## src/hdl/ypm_pkg.sv

```systemverilog
package ypm_pkg;

	localparam int DIM_W     = 13;
	localparam int FRAME_W   = 17;
	localparam int ACC_W     = 40;
	localparam int PSNR_W    = 15;
	localparam int PIX_W     = 8;
	localparam int PLANE_W   = 2;
	localparam int CFG_IDX_W = 2;
	localparam int CFG_DAT_W = 17;
	localparam int MANT_W    = 31;
	localparam int FRAC_W    = 16;
	localparam int BIT_W     = 4;
	localparam int K_W       = 26;

	localparam int MAX_WIDTH_DEF  = 4096;
	localparam int MAX_HEIGHT_DEF = 4096;

	localparam logic [ACC_W-1:0]   ACC_MAX   = {ACC_W{1'b1}};
	localparam logic [FRAME_W-1:0] FRAME_MAX = {FRAME_W{1'b1}};
	localparam logic [PSNR_W-1:0]  PSNR_MAX  = {PSNR_W{1'b1}};
	localparam logic [15:0]        PEAK_SQ   = 16'd65025;
	localparam logic [K_W-1:0]     LOG_K     = 26'd50504453;

	localparam logic [PLANE_W-1:0] PLANE_Y = 2'd0;
	localparam logic [PLANE_W-1:0] PLANE_V = 2'd2;

	localparam logic [CFG_IDX_W-1:0] REG_WIDTH  = 2'd0;
	localparam logic [CFG_IDX_W-1:0] REG_HEIGHT = 2'd1;
	localparam logic [CFG_IDX_W-1:0] REG_FIRST  = 2'd2;
	localparam logic [CFG_IDX_W-1:0] REG_LAST   = 2'd3;

	typedef struct packed {
		logic             busy;
		logic             ld_num;
		logic             shift;
		logic             take_m;
		logic             mul;
		logic             chk;
		logic             save_ln;
		logic             diff;
		logic             scale;
		logic [BIT_W-1:0] bitsel;
	} cmd_t;

	typedef struct packed {
		logic job_start;
		logic job_zero;
		logic x_msb;
	} sts_t;

endpackage

```

## src/hdl/ypm_if.sv

```systemverilog
interface ypm_pix_if;
	logic                     valid;
	logic                     ready;
	logic [ypm_pkg::PIX_W-1:0] orig_pixel;
	logic [ypm_pkg::PIX_W-1:0] rec_pixel;
	modport source (output valid, orig_pixel, rec_pixel, input ready);
	modport sink (input valid, orig_pixel, rec_pixel, output ready);
endinterface

interface ypm_res_if;
	logic                       valid;
	logic                       ready;
	logic [ypm_pkg::PLANE_W-1:0] plane_id;
	logic [ypm_pkg::FRAME_W-1:0] frame_index;
	logic [ypm_pkg::PSNR_W-1:0]  psnr_db_q8;
	logic [ypm_pkg::ACC_W-1:0]   square_error_sum;
	logic                        perfect_match;
	modport source (output valid, plane_id, frame_index, psnr_db_q8, square_error_sum,
		perfect_match, input ready);
	modport sink (input valid, plane_id, frame_index, psnr_db_q8, square_error_sum,
		perfect_match, output ready);
endinterface

```

## src/hdl/yuv420_plane_psnr_meter_core.sv

```systemverilog
// timing: a plane result is offered once log2 of peak*count and of the sse, each normalized
//   in the 41-bit log operand, are found; a plane with an error sum of zero is offered in the
//   cycle after its last pixel is accepted
// throughput: one pixel pair per cycle; the last pixel of a plane waits while the log
//   unit still holds the previous plane's result
// reset: arst_n clears control, config and counters; log unit and result regs are not reset
module yuv420_plane_psnr_meter_core #(
	parameter int MAX_WIDTH  = ypm_pkg::MAX_WIDTH_DEF,
	parameter int MAX_HEIGHT = ypm_pkg::MAX_HEIGHT_DEF
) (
	input  logic                          clk,
	input  logic                          arst_n,
	ypm_pix_if.sink                       pix,
	ypm_res_if.source                     res,
	input  logic                          cfg_we,
	input  logic [ypm_pkg::CFG_IDX_W-1:0] cfg_index,
	input  logic [ypm_pkg::CFG_DAT_W-1:0] cfg_data
);

	// command and status between sequencer and datapath
	ypm_pkg::cmd_t cmd;
	ypm_pkg::sts_t sts;

	// sequencer: log2 of peak*count, then of sse, scale and hold; a zero sse goes to hold
	ypm_ctrl u_ctrl (
		.clk       (clk),
		.arst_n    (arst_n),
		.sts       (sts),
		.res_ready (res.ready),
		.res_valid (res.valid),
		.cmd       (cmd)
	);

	// pixel accumulation, plane and frame counting, log datapath and result register
	ypm_datapath #(
		.MAX_WIDTH  (MAX_WIDTH),
		.MAX_HEIGHT (MAX_HEIGHT)
	) u_dp (
		.clk              (clk),
		.arst_n           (arst_n),
		.cfg_we           (cfg_we),
		.cfg_index        (cfg_index),
		.cfg_data         (cfg_data),
		.in_valid         (pix.valid),
		.in_ready         (pix.ready),
		.orig_pixel       (pix.orig_pixel),
		.rec_pixel        (pix.rec_pixel),
		.cmd              (cmd),
		.sts              (sts),
		.plane_id         (res.plane_id),
		.frame_index      (res.frame_index),
		.psnr_db_q8       (res.psnr_db_q8),
		.square_error_sum (res.square_error_sum),
		.perfect_match    (res.perfect_match)
	);

endmodule

```

## src/hdl/ypm_ctrl.sv

```systemverilog
module ypm_ctrl (
	input  logic           clk,
	input  logic           arst_n,
	input  ypm_pkg::sts_t  sts,
	input  logic           res_ready,
	output logic           res_valid,
	output ypm_pkg::cmd_t  cmd
);

	typedef enum logic [3:0] {
		S_IDLE, S_LDN, S_NORM, S_MUL, S_CHK, S_NEXT, S_DIFF, S_SCALE, S_OUT
	} state_t;

	state_t                     state_q;
	logic [ypm_pkg::BIT_W-1:0]  bit_q;
	logic                       phase_q;

	always_ff @(posedge clk or negedge arst_n) begin
		if (!arst_n) begin
			state_q   <= S_IDLE;
			bit_q     <= '0;
			phase_q   <= 1'b0;
			res_valid <= 1'b0;
		end else begin
			unique case (state_q)
				S_IDLE: begin
					if (sts.job_start) begin
						phase_q <= 1'b0;
						if (sts.job_zero) begin
							state_q   <= S_OUT;
							res_valid <= 1'b1;
						end else begin
							state_q <= S_LDN;
						end
					end
				end
				S_LDN: state_q <= S_NORM;
				S_NORM: begin
					if (sts.x_msb) begin
						bit_q   <= {ypm_pkg::BIT_W{1'b1}};
						state_q <= S_MUL;
					end
				end
				S_MUL: state_q <= S_CHK;
				S_CHK: begin
					if (bit_q == '0) begin
						state_q <= phase_q ? S_DIFF : S_NEXT;
					end else begin
						bit_q   <= bit_q - 1'b1;
						state_q <= S_MUL;
					end
				end
				S_NEXT: begin
					phase_q <= 1'b1;
					state_q <= S_NORM;
				end
				S_DIFF: state_q <= S_SCALE;
				S_SCALE: begin
					state_q   <= S_OUT;
					res_valid <= 1'b1;
				end
				S_OUT: begin
					if (res_ready) begin
						state_q   <= S_IDLE;
						res_valid <= 1'b0;
					end
				end
				default: state_q <= S_IDLE;
			endcase
		end
	end

	always_comb begin
		cmd         = '0;
		cmd.busy    = (state_q != S_IDLE);
		cmd.ld_num  = (state_q == S_LDN);
		cmd.shift   = (state_q == S_NORM) && !sts.x_msb;
		cmd.take_m  = (state_q == S_NORM) && sts.x_msb;
		cmd.mul     = (state_q == S_MUL);
		cmd.chk     = (state_q == S_CHK);
		cmd.save_ln = (state_q == S_NEXT);
		cmd.diff    = (state_q == S_DIFF);
		cmd.scale   = (state_q == S_SCALE);
		cmd.bitsel  = bit_q;
	end

endmodule

```

## src/hdl/ypm_datapath.sv

```systemverilog
module ypm_datapath #(
	parameter int MAX_WIDTH  = ypm_pkg::MAX_WIDTH_DEF,
	parameter int MAX_HEIGHT = ypm_pkg::MAX_HEIGHT_DEF
) (
	input  logic                            clk,
	input  logic                            arst_n,
	input  logic                            cfg_we,
	input  logic [ypm_pkg::CFG_IDX_W-1:0]   cfg_index,
	input  logic [ypm_pkg::CFG_DAT_W-1:0]   cfg_data,
	input  logic                            in_valid,
	output logic                            in_ready,
	input  logic [ypm_pkg::PIX_W-1:0]       orig_pixel,
	input  logic [ypm_pkg::PIX_W-1:0]       rec_pixel,
	input  ypm_pkg::cmd_t                   cmd,
	output ypm_pkg::sts_t                   sts,
	output logic [ypm_pkg::PLANE_W-1:0]     plane_id,
	output logic [ypm_pkg::FRAME_W-1:0]     frame_index,
	output logic [ypm_pkg::PSNR_W-1:0]      psnr_db_q8,
	output logic [ypm_pkg::ACC_W-1:0]       square_error_sum,
	output logic                            perfect_match
);

	localparam int DIMX_W = ypm_pkg::DIM_W + 1;
	localparam int SIZE_W = $clog2(MAX_WIDTH * MAX_HEIGHT + 1);
	localparam int X_W    = (ypm_pkg::ACC_W > SIZE_W + 16) ? ypm_pkg::ACC_W : SIZE_W + 16;
	localparam int E_W    = $clog2(X_W);
	localparam int R_W    = E_W + ypm_pkg::FRAC_W;
	localparam int PROD_W = R_W + ypm_pkg::K_W;
	localparam int SQ_W   = 2 * ypm_pkg::MANT_W;
	localparam int RST_W  = (MAX_WIDTH < 176) ? MAX_WIDTH : 176;
	localparam int RST_H  = (MAX_HEIGHT < 144) ? MAX_HEIGHT : 144;

	logic [ypm_pkg::DIM_W-1:0]   w_q, h_q, w_src, h_src;
	logic [ypm_pkg::FRAME_W-1:0] last_q, frame_q;
	logic [ypm_pkg::PLANE_W-1:0] plane_q, plane_nx;
	logic [SIZE_W-1:0]           left_q, luma_sz, uv_sz, next_sz;
	logic [DIMX_W-1:0]           w_eff, h_eff;
	logic [ypm_pkg::ACC_W-1:0]   acc_q, acc_next;
	logic [ypm_pkg::ACC_W:0]     acc_sum;
	logic [ypm_pkg::PIX_W-1:0]   diff_pix;
	logic [15:0]                 sq;
	logic                        accept, last_pix, frame_ok, size_wr;

	// log unit
	logic [SIZE_W-1:0]           cnt_q;
	logic [X_W-1:0]              x_q;
	logic [E_W-1:0]              e_q;
	logic [ypm_pkg::MANT_W-1:0]  m_q;
	logic [SQ_W-1:0]             p_q;
	logic [R_W-1:0]              r_q, ln_q, d_val;
	logic [PROD_W-1:0]           prod_q;
	logic [PROD_W:0]             rnd;
	logic [31:0]                 t_sq;

	function automatic logic [DIMX_W-1:0] clampd(input logic [ypm_pkg::DIM_W-1:0] v,
		input logic [DIMX_W-1:0] hi);
		logic [DIMX_W-1:0] r;
		r = {1'b0, v};
		if (r < DIMX_W'(2)) r = DIMX_W'(2);
		if (r > hi) r = hi;
		return r;
	endfunction

	assign size_wr = cfg_we && (cfg_index == ypm_pkg::REG_WIDTH || cfg_index == ypm_pkg::REG_HEIGHT);
	assign w_src = (cfg_we && cfg_index == ypm_pkg::REG_WIDTH) ?
		cfg_data[ypm_pkg::DIM_W-1:0] : w_q;
	assign h_src = (cfg_we && cfg_index == ypm_pkg::REG_HEIGHT) ?
		cfg_data[ypm_pkg::DIM_W-1:0] : h_q;
	assign w_eff = clampd(w_src, DIMX_W'(MAX_WIDTH));
	assign h_eff = clampd(h_src, DIMX_W'(MAX_HEIGHT));
	assign luma_sz = SIZE_W'(w_eff * h_eff);
	assign uv_sz   = SIZE_W'(((h_eff >> 1) * w_eff) >> 1);

	assign plane_nx = (plane_q >= ypm_pkg::PLANE_V) ? ypm_pkg::PLANE_Y : plane_q + 1'b1;
	assign next_sz  = (plane_nx == ypm_pkg::PLANE_Y) ? luma_sz : uv_sz;

	assign diff_pix = (orig_pixel >= rec_pixel) ? orig_pixel - rec_pixel : rec_pixel - orig_pixel;
	assign sq       = diff_pix * diff_pix;
	assign acc_sum  = {1'b0, acc_q} + {{(ypm_pkg::ACC_W + 1 - 16){1'b0}}, sq};
	assign acc_next = acc_sum[ypm_pkg::ACC_W] ? ypm_pkg::ACC_MAX : acc_sum[ypm_pkg::ACC_W-1:0];

	assign last_pix = (left_q == SIZE_W'(1));
	assign frame_ok = (frame_q <= last_q);
	assign in_ready = !(last_pix && frame_ok && cmd.busy);
	assign accept   = in_valid && in_ready;

	assign sts.job_start = accept && last_pix && frame_ok;
	assign sts.job_zero  = (acc_next == '0);
	assign sts.x_msb     = x_q[X_W-1];

	assign t_sq  = p_q[SQ_W-1:ypm_pkg::MANT_W-1];
	assign d_val = (ln_q > r_q) ? ln_q - r_q : '0;
	assign rnd   = {1'b0, prod_q} + (PROD_W + 1)'(64'd1 << 31);

	always_ff @(posedge clk or negedge arst_n) begin
		if (!arst_n) begin
			w_q     <= ypm_pkg::DIM_W'(176);
			h_q     <= ypm_pkg::DIM_W'(144);
			last_q  <= ypm_pkg::FRAME_W'(65536);
			frame_q <= '0;
			plane_q <= ypm_pkg::PLANE_Y;
			left_q  <= SIZE_W'(RST_W * RST_H);
			acc_q   <= '0;
		end else if (cfg_we) begin
			unique case (cfg_index)
				ypm_pkg::REG_WIDTH:  w_q <= cfg_data[ypm_pkg::DIM_W-1:0];
				ypm_pkg::REG_HEIGHT: h_q <= cfg_data[ypm_pkg::DIM_W-1:0];
				ypm_pkg::REG_FIRST:  frame_q <= cfg_data;
				ypm_pkg::REG_LAST:   last_q <= cfg_data;
				default: ;
			endcase
			if (size_wr) begin
				plane_q <= ypm_pkg::PLANE_Y;
				acc_q   <= '0;
				left_q  <= luma_sz;
			end
		end else if (accept) begin
			if (last_pix) begin
				acc_q   <= '0;
				plane_q <= plane_nx;
				left_q  <= next_sz;
				if (plane_q >= ypm_pkg::PLANE_V && frame_q != ypm_pkg::FRAME_MAX)
					frame_q <= frame_q + 1'b1;
			end else begin
				acc_q  <= acc_next;
				left_q <= left_q - 1'b1;
			end
		end
	end

	// job capture and log2 difference engine
	always_ff @(posedge clk) begin
		if (sts.job_start) begin
			plane_id         <= plane_q;
			frame_index      <= frame_q;
			square_error_sum <= acc_next;
			perfect_match    <= sts.job_zero;
			psnr_db_q8       <= ypm_pkg::PSNR_MAX;
			cnt_q            <= (plane_q == ypm_pkg::PLANE_Y) ? luma_sz : uv_sz;
		end
		if (cmd.ld_num) begin
			x_q <= X_W'(ypm_pkg::PEAK_SQ) * X_W'(cnt_q);
			e_q <= E_W'(X_W - 1);
		end
		if (cmd.shift) begin
			x_q <= x_q << 1;
			e_q <= e_q - 1'b1;
		end
		if (cmd.take_m) begin
			m_q <= x_q[X_W-1 -: ypm_pkg::MANT_W];
			r_q <= {e_q, {ypm_pkg::FRAC_W{1'b0}}};
		end
		if (cmd.mul) p_q <= m_q * m_q;
		if (cmd.chk) begin
			if (t_sq[31]) begin
				m_q <= t_sq[31:1];
				r_q[cmd.bitsel] <= 1'b1;
			end else begin
				m_q <= t_sq[30:0];
			end
		end
		if (cmd.save_ln) begin
			ln_q <= r_q;
			x_q  <= X_W'(square_error_sum);
			e_q  <= E_W'(X_W - 1);
		end
		if (cmd.diff) prod_q <= d_val * ypm_pkg::LOG_K;
		if (cmd.scale) begin
			if (rnd[PROD_W:32] > (PROD_W - 31)'(ypm_pkg::PSNR_MAX))
				psnr_db_q8 <= ypm_pkg::PSNR_MAX;
			else
				psnr_db_q8 <= rnd[32 +: ypm_pkg::PSNR_W];
		end
	end

endmodule
```

## src/flat_wrapper.sv

```systemverilog
// flat-port wrapper written by rule: the top's interface ports become plain ports
module yuv420_plane_psnr_meter_core_flat 
#(
	parameter int MAX_WIDTH  = ypm_pkg::MAX_WIDTH_DEF,
	parameter int MAX_HEIGHT = ypm_pkg::MAX_HEIGHT_DEF
)
  (clk, arst_n, cfg_we, cfg_index, cfg_data, pix_valid, pix_orig_pixel, pix_rec_pixel, pix_ready, res_valid, res_plane_id, res_frame_index, res_psnr_db_q8, res_square_error_sum, res_perfect_match, res_ready);
  ypm_pix_if pix_i ();
  ypm_res_if res_i ();
  input  logic clk;
  input  logic arst_n;
  input  logic cfg_we;
  input  logic [ypm_pkg::CFG_IDX_W-1:0] cfg_index;
  input  logic [ypm_pkg::CFG_DAT_W-1:0] cfg_data;
  input wire logic [$bits(pix_i.valid)-1:0] pix_valid;
  input wire logic [$bits(pix_i.orig_pixel)-1:0] pix_orig_pixel;
  input wire logic [$bits(pix_i.rec_pixel)-1:0] pix_rec_pixel;
  output wire logic [$bits(pix_i.ready)-1:0] pix_ready;
  output wire logic [$bits(res_i.valid)-1:0] res_valid;
  output wire logic [$bits(res_i.plane_id)-1:0] res_plane_id;
  output wire logic [$bits(res_i.frame_index)-1:0] res_frame_index;
  output wire logic [$bits(res_i.psnr_db_q8)-1:0] res_psnr_db_q8;
  output wire logic [$bits(res_i.square_error_sum)-1:0] res_square_error_sum;
  output wire logic [$bits(res_i.perfect_match)-1:0] res_perfect_match;
  input wire logic [$bits(res_i.ready)-1:0] res_ready;
  assign pix_i.valid = pix_valid;
  assign pix_i.orig_pixel = pix_orig_pixel;
  assign pix_i.rec_pixel = pix_rec_pixel;
  assign pix_ready = pix_i.ready;
  assign res_valid = res_i.valid;
  assign res_plane_id = res_i.plane_id;
  assign res_frame_index = res_i.frame_index;
  assign res_psnr_db_q8 = res_i.psnr_db_q8;
  assign res_square_error_sum = res_i.square_error_sum;
  assign res_perfect_match = res_i.perfect_match;
  assign res_i.ready = res_ready;
  yuv420_plane_psnr_meter_core #(.MAX_WIDTH(MAX_WIDTH), .MAX_HEIGHT(MAX_HEIGHT)) u_core (.clk(clk), .arst_n(arst_n), .pix(pix_i), .res(res_i), .cfg_we(cfg_we), .cfg_index(cfg_index), .cfg_data(cfg_data));
endmodule
```

## config.mk

```make
export PLATFORM = sky130hd
export DESIGN_NAME = yuv420_plane_psnr_meter_core_flat
export DESIGN_NICKNAME = d
export VERILOG_FILES = /design/src/hdl/ypm_pkg.sv /design/src/hdl/ypm_if.sv /design/src/hdl/yuv420_plane_psnr_meter_core.sv /design/src/hdl/ypm_ctrl.sv /design/src/hdl/ypm_datapath.sv /design/src/flat_wrapper.sv
export SDC_FILE = /design/constraint.sdc
export NUM_CORES = 2
export LEC_CHECK = 0
export BUFFER_PORTS_ARGS = -buffer_cell sky130_fd_sc_hd__buf_4
export CAP_MARGIN = 10
export CORE_UTILIZATION = 35
export DETAILED_ROUTE_END_ITERATION = 8
export PLACE_DENSITY_LB_ADDON = 0.2
export SETUP_SLACK_MARGIN = 0.02
export SYNTH_ARGS = -nofsm -noshare
export SYNTH_HDL_FRONTEND = slang
export SYNTH_HIERARCHICAL = 1
export SYNTH_SLANG_ARGS = --single-unit
```

## constraint.sdc

```tcl
create_clock -name clk -period 11.5 [get_ports clk]
set_clock_uncertainty 0.2 [all_clocks]
set_input_delay 1.15 -clock clk [delete_from_list [all_inputs] [get_ports clk]]
set_output_delay 1.15 -clock clk [all_outputs]
set_load 0.01 [all_outputs]
```

# After elaboration in Yosys (flattened, before gate mapping)
# Index checks and enable logic that the tools add are counted.
# W data, S select, Z words.
[totals]
ramBits = 0
elab_cells = 178
rom_bits = 0
latch_bits = 0
memories = 0
input_bits = 40
register_bits = 469
[op_classes]
addsub = 10
shifts = 0
n_eq_ne = 20
reduce_logical = 43
n_bitwise = 1
n_div = 0
n_mux = 61
mul = 6
order_cmp = 11
[ops]
columns = ["op", "count"]
rows = [
  ["$mux W40", 6],
  ["$mux W25", 5],
  ["$mux W31", 3],
  ["$mux W22", 4],
  ["$mux W17", 5],
  ["$mux W41", 2],
  ["$mux W13", 6],
  ["$mul A31 B31 Y62", 1],
  ["$add A48 B32 Y49 const B", 1],
  ["$mul A22 B26 Y48 const B", 1],
  ["$mux W15", 3],
  ["$add A40 B16 Y41", 1],
  ["$mul A16 B25 Y41 const A", 1],
  ["$logic_not A40 Y1", 1],
  ["$pmux W4 S8", 1],
  ["$gt A14 B13 Y1 const B", 2],
  ["$lt A13 B2 Y1 const B", 2],
  ["$eq A25 B1 Y1 const B", 1],
  ["$mul A13 B13 Y25", 1],
  ["$mul A13 B14 Y25", 1],
  ["$sub A25 B1 Y25 const B", 1],
  ["$mux W24", 1],
  ["$mux W4", 6],
  ["$gt A22 B22 Y1", 1],
  ["44 further kinds", 95],
]

# Longest topological paths before layout
[logic_depth]
ltp_word = 12
ltp_mapped = 38
depth_no_buf = 36

# By module
# Netlist, hierarchy kept.
[modules_own_cells]
columns = ["mod", "n_inst", "cells_per_inst", "seq_area_each_um2", "area_each_um2"]
rows = [
  ["ypm_datapath", 1, 6766, 11098.1, 66152.2],
  ["ypm_ctrl", 1, 73, 250.2, 656.9],
]

# Worst setup path after synthesis
# No wires, ideal clock.
[synth_path]
path_type = "input to register"
startpoint = "input port pix_orig_pixel[0]"
endpoint = "register u_core.u_ctrl.state_q[0]"
path_slack_ns = 1.608
t_arrival_ns = 9.566
path_buffers = 1
required_time_ns = 11.174
setup_ns = 0.126
stages = 33
cell_sequence = "inv_1 -> ha_1 -> inv_1 -> fa_1 -> a21o_1 -> a2111oi_0 -> o21ai_0 -> clkbuf_1 -> mux2i_1 -> o221ai_1 -> a21oi_1 -> o21ai_0 -> a21oi_1 -> xor2_1 -> nor2_1 -> fa_1 -> fa_1 -> fa_1 -> fa_1 -> ha_1 -> or3_1 -> a31oi_1 -> or3_4 -> a21o_1 -> a21oi_4 -> a31o_2 -> a21o_1 -> or4_1 -> or4_1 -> nor4_2 -> mux2i_1 -> a221oi_1 -> nor2_1"
[synth_rtl]
columns = ["item", "line", "rtl"]
rows = [
  ["from (decl)", "flat_wrapper.sv:16", "input wire logic [$bits(pix_i.orig_pixel)-1:0] pix_orig_pixel;"],
  ["to (signal assigned)", "ypm_ctrl.sv:47", "state_q <= phase_q ? S_DIFF : S_NEXT;"],
  ["to (decl)", "ypm_ctrl.sv:14", "state_t state_q;"],
]

# Worst setup path after layout
[layout_path]
startpoint = "register u_core/u_dp/m_q[10] in the netlist's numbering"
endpoint = "register u_core.u_dp.p_q[59] (data pin)"
[layout_via]
elab_chain_len = 1
[layout_rtl]
columns = ["item", "line", "rtl"]
rows = [
  ["from (decl)", "ypm_datapath.sv:48", "logic [ypm_pkg::MANT_W-1:0] m_q;"],
  ["from (signal assigned)", "ypm_datapath.sv:150", "m_q <= x_q[X_W-1 -: ypm_pkg::MANT_W];"],
  ["from (signal assigned)", "ypm_datapath.sv:156", "m_q <= t_sq[31:1];"],
  ["from (signal assigned)", "ypm_datapath.sv:159", "m_q <= t_sq[30:0];"],
  ["$mul A31 B31 Y62", "ypm_datapath.sv:153", "if (cmd.mul) p_q <= m_q * m_q;"],
  ["to (signal assigned)", "ypm_datapath.sv:153", ""],
  ["to (decl)", "ypm_datapath.sv:49", "logic [SQ_W-1:0] p_q;"],
]
# Every way passes these cells.
# A chain may end at the register's enable or synchronous reset.

==> impl_metrics.toml <==
[outcome]
outcome = "completed"

[sta]
worst_pin_slew_ns = 1.21
maxSlewViolCount = 0
slew_headroom = 0.173
setup_ws_ns = 1.31
clock.fmax_mhz = 98.1
finalSetupTns_ns = 0
final_hold_viol_count = 0
hold_ws_ns = 0.182
fin_crit_ns = 10.19
rsz0062_at_grt = "false"
setup_viol = 0
period_share = 0.886

[worst_setup_path]
rr_worst_depth = 29
regToRegSetupSlack_ns = 1.31
critPathMostFrequentCell = "fa_1"
required_ns = 11.78
end_kind = "register"
critical_path.max_fanout = 25
cp.arrival_ns = 10.48
crit_path_start_kind = "register"
path_class = "register to register"
cp-startpoint = "u_core/u_dp/m_q[10]"
slowest_delay_ns = 0.79
cp-endpoint = "u_core/u_dp/p_q[59]"
r2r-start = "u_core/u_dp/m_q[10]"
worst_r2r_endpoint = "u_core/u_dp/p_q[59]"
crit_slowest_cell = "o311ai_0"

[cts]
cts.sinks = 408
clkTransAtPathRegs_ns = 0.07
htree_levels = 2
clock_latency_ns = 0.69
post_cts_resized = 0
ctsRootBufferMaster = "clkbuf_16"
cts_buffer_depth = 3
cts_tree = "built"
post_cts_buffers = 0
cts_buffers = 52
cts_hold_buf = 0

[yosys]
syn_area_mm2 = 0.0668
syn_nets = 8838
ys_ff_latch = 408
syn_avg_cell_area_um2 = 9.77
synth_xor_area_frac = 0.0277
synth_ff_type = "edfxtp_1"
synth_top_family_by_area = "adder cells"
yosys_warnings = 6
synth_cell_types = 89
yosys.area.top_type = "fa_1"
synth-simple-area-share = 0.109
synth_top_cells_by_area = "fa_1, ha_1, edfxtp_1"
synth_fa_ha_area_frac = 0.497
synth_edf_count = 248
syn_inst = 6839
synth_top_area_frac = 0.346
async_flop_share = 0.336
synth_compound_area_frac = 0.0783
synth.area.mux_share = 0.0199
ys_seq_area_frac = 0.170

[final_layout]
n_fill_cell = 18958
nets = 8909
drive_above_1_share = 0.0603
syn2layout_area_growth_pct = 8.82

[routing]
first_pass_iters = 5
wl_um = 185000
route.detailed.drc = 0
ant_nets = 0
vias = 46623
wire_per_inst_um = 19.6
drtIter0Drc = 2799
vias_per_cell = 4.93

[place]
dpl.hpwl_um = 152000
place_congestion = 0.871
pre_cts_ws_ns = 0.824
io_buffers = 116

[global_route]
grt_pass1_wl_um = 292000
grt_antenna_before_repair = 6
grt_pass1_vias = 50252
grtUsageTotal = 0.196
overflow = 0
grt_max_degree = 90

[die]
io_pins = 117
die-area_mm2 = 0.193
num_rows = 159
start_util = 0.354
die_height_um = 439
core_area_mm2 = 0.189
die_w_um = 439

[job]
maxCapViolCount = 0

[worst_hold_path]
hold_class = "input pin to async pin"
[cell usage after synthesis, drive strengths merged, types with 38 or more instances]
master	instances
fa	1154
mux2i	80
and2	199
nor2	341
xnor2	131
o21ai	207
ha	805
o22ai	51
nand4	42
inv	1549
mux2	47
a22o	38
xor2	80
dfrtp	127
nor3	80
a21o	100
edfxtp	248
a21oi	225
clkbuf	176
nand3	76
nand2	606
[worst min-delay path by stage]
stage	cells after the start	slack, ns	end	start
finish	1	0.18	u_core/u_dp/frame_q[6]	arst_n
global route	1	0.18	u_core/u_dp/frame_q[2]	arst_n
CTS	1	0.14	u_core/u_dp/frame_q[6]	arst_n
detailed placement	0	0.21	u_core/u_dp/ln_q[6]	u_core/u_dp/r_q[6]
global placement	0	0.21	u_core/u_dp/ln_q[13]	u_core/u_dp/r_q[13]
floorplan	0	0.21	u_core/u_dp/ln_q[10]	u_core/u_dp/r_q[10]
[metrics by stage]
stage	std cells	util	instance area [um2]
after global routing	9449	0.385	72700
after detailed placement	9351	0.376	70800
after CTS	9449	0.385	72700
after global placement	9351	0.376	70800
after floorplan	6839	-	66800
final	9451	0.385	72700
[state kept, by name, indices dropped and copies added (netlist names), 4 cells and up]
| name | count |
|---|---|
| u_core/u_ctrl/bit_q | 4 |
| u_core/u_ctrl/state_q | 4 |
| u_core/u_dp/acc_q | 40 |
| u_core/u_dp/cnt_q | 25 |
| u_core/u_dp/e_q | 6 |
| u_core/u_dp/frame_index | 17 |
| u_core/u_dp/frame_q | 17 |
| u_core/u_dp/h_q | 13 |
| u_core/u_dp/last_q | 17 |
| u_core/u_dp/left_q | 25 |
| u_core/u_dp/ln_q | 22 |
| u_core/u_dp/m_q | 31 |
| u_core/u_dp/p_q | 32 |
| u_core/u_dp/prod_q | 17 |
| u_core/u_dp/psnr_db_q8 | 15 |
| u_core/u_dp/r_q | 22 |
| u_core/u_dp/square_error_sum | 40 |
| u_core/u_dp/w_q | 13 |
| u_core/u_dp/x_q | 41 |
[metal layers]
metal | vias up | global-route usage | wire length (um)
li1 | 21835 | - | -
met1 | 23620 | 0.263 | 82700
met2 | 954 | 0.335 | 89900
met3 | 212 | 0.0193 | 6950
met4 | 2 | 0.0508 | 5160
met5 | - | 0 | 131
[cell usage in the layout, fill, tap and decap left out, drive strengths merged, types with 100 or more instances in the layout]
master,netlist,routed
inv,1549,1555
fa,1154,1154
ha,805,805
nand2,606,606
nor2,341,341
edfxtp,248,248
a21oi,225,225
buf,20,213
o21ai,207,207
and2,199,199
xnor2,131,131
dfrtp,127,127
a21o,100,100
[logic make-up (layout without fill, tap and decap cells)]
group	after synthesis	count (layout)
mux	127	127
xor+xnor	211	211
flops	408	408
fa+ha+maj	1959	1959
compound gates	827	827
other cells	0	2
simple gates	1555	1555
buf+inv	1752	1867
[layout make-up]
class | count | area [um2] | share of cell area
antenna | 2 | 5.00 | 0.0000688
sequential | 408 | 11300 | 0.156
tap | 2495 | 3120 | 0.0429
multi-input combinational | 4679 | 48900 | 0.673
timing repair buffer | 213 | 1600 | 0.0220
inverter | 1556 | 5840 | 0.0804
clock inverter | 28 | 372 | 0.00511
clock buffer | 70 | 1500 | 0.0207
[worst max-delay path: cells and delay by family, from the launching register on]
kind	cells	cell delay [ns]
adders and majority gates	9	4.38
AOI/OAI and AO/OA	7	2.18
buffers and inverters	9	1.62
and+or+nand+nor	4	1.26
DFF	1	0.34
Power is left out: the tool's default activity adds up to more than one toggle a clock period on the data nets, which glitch-free logic cannot reach.
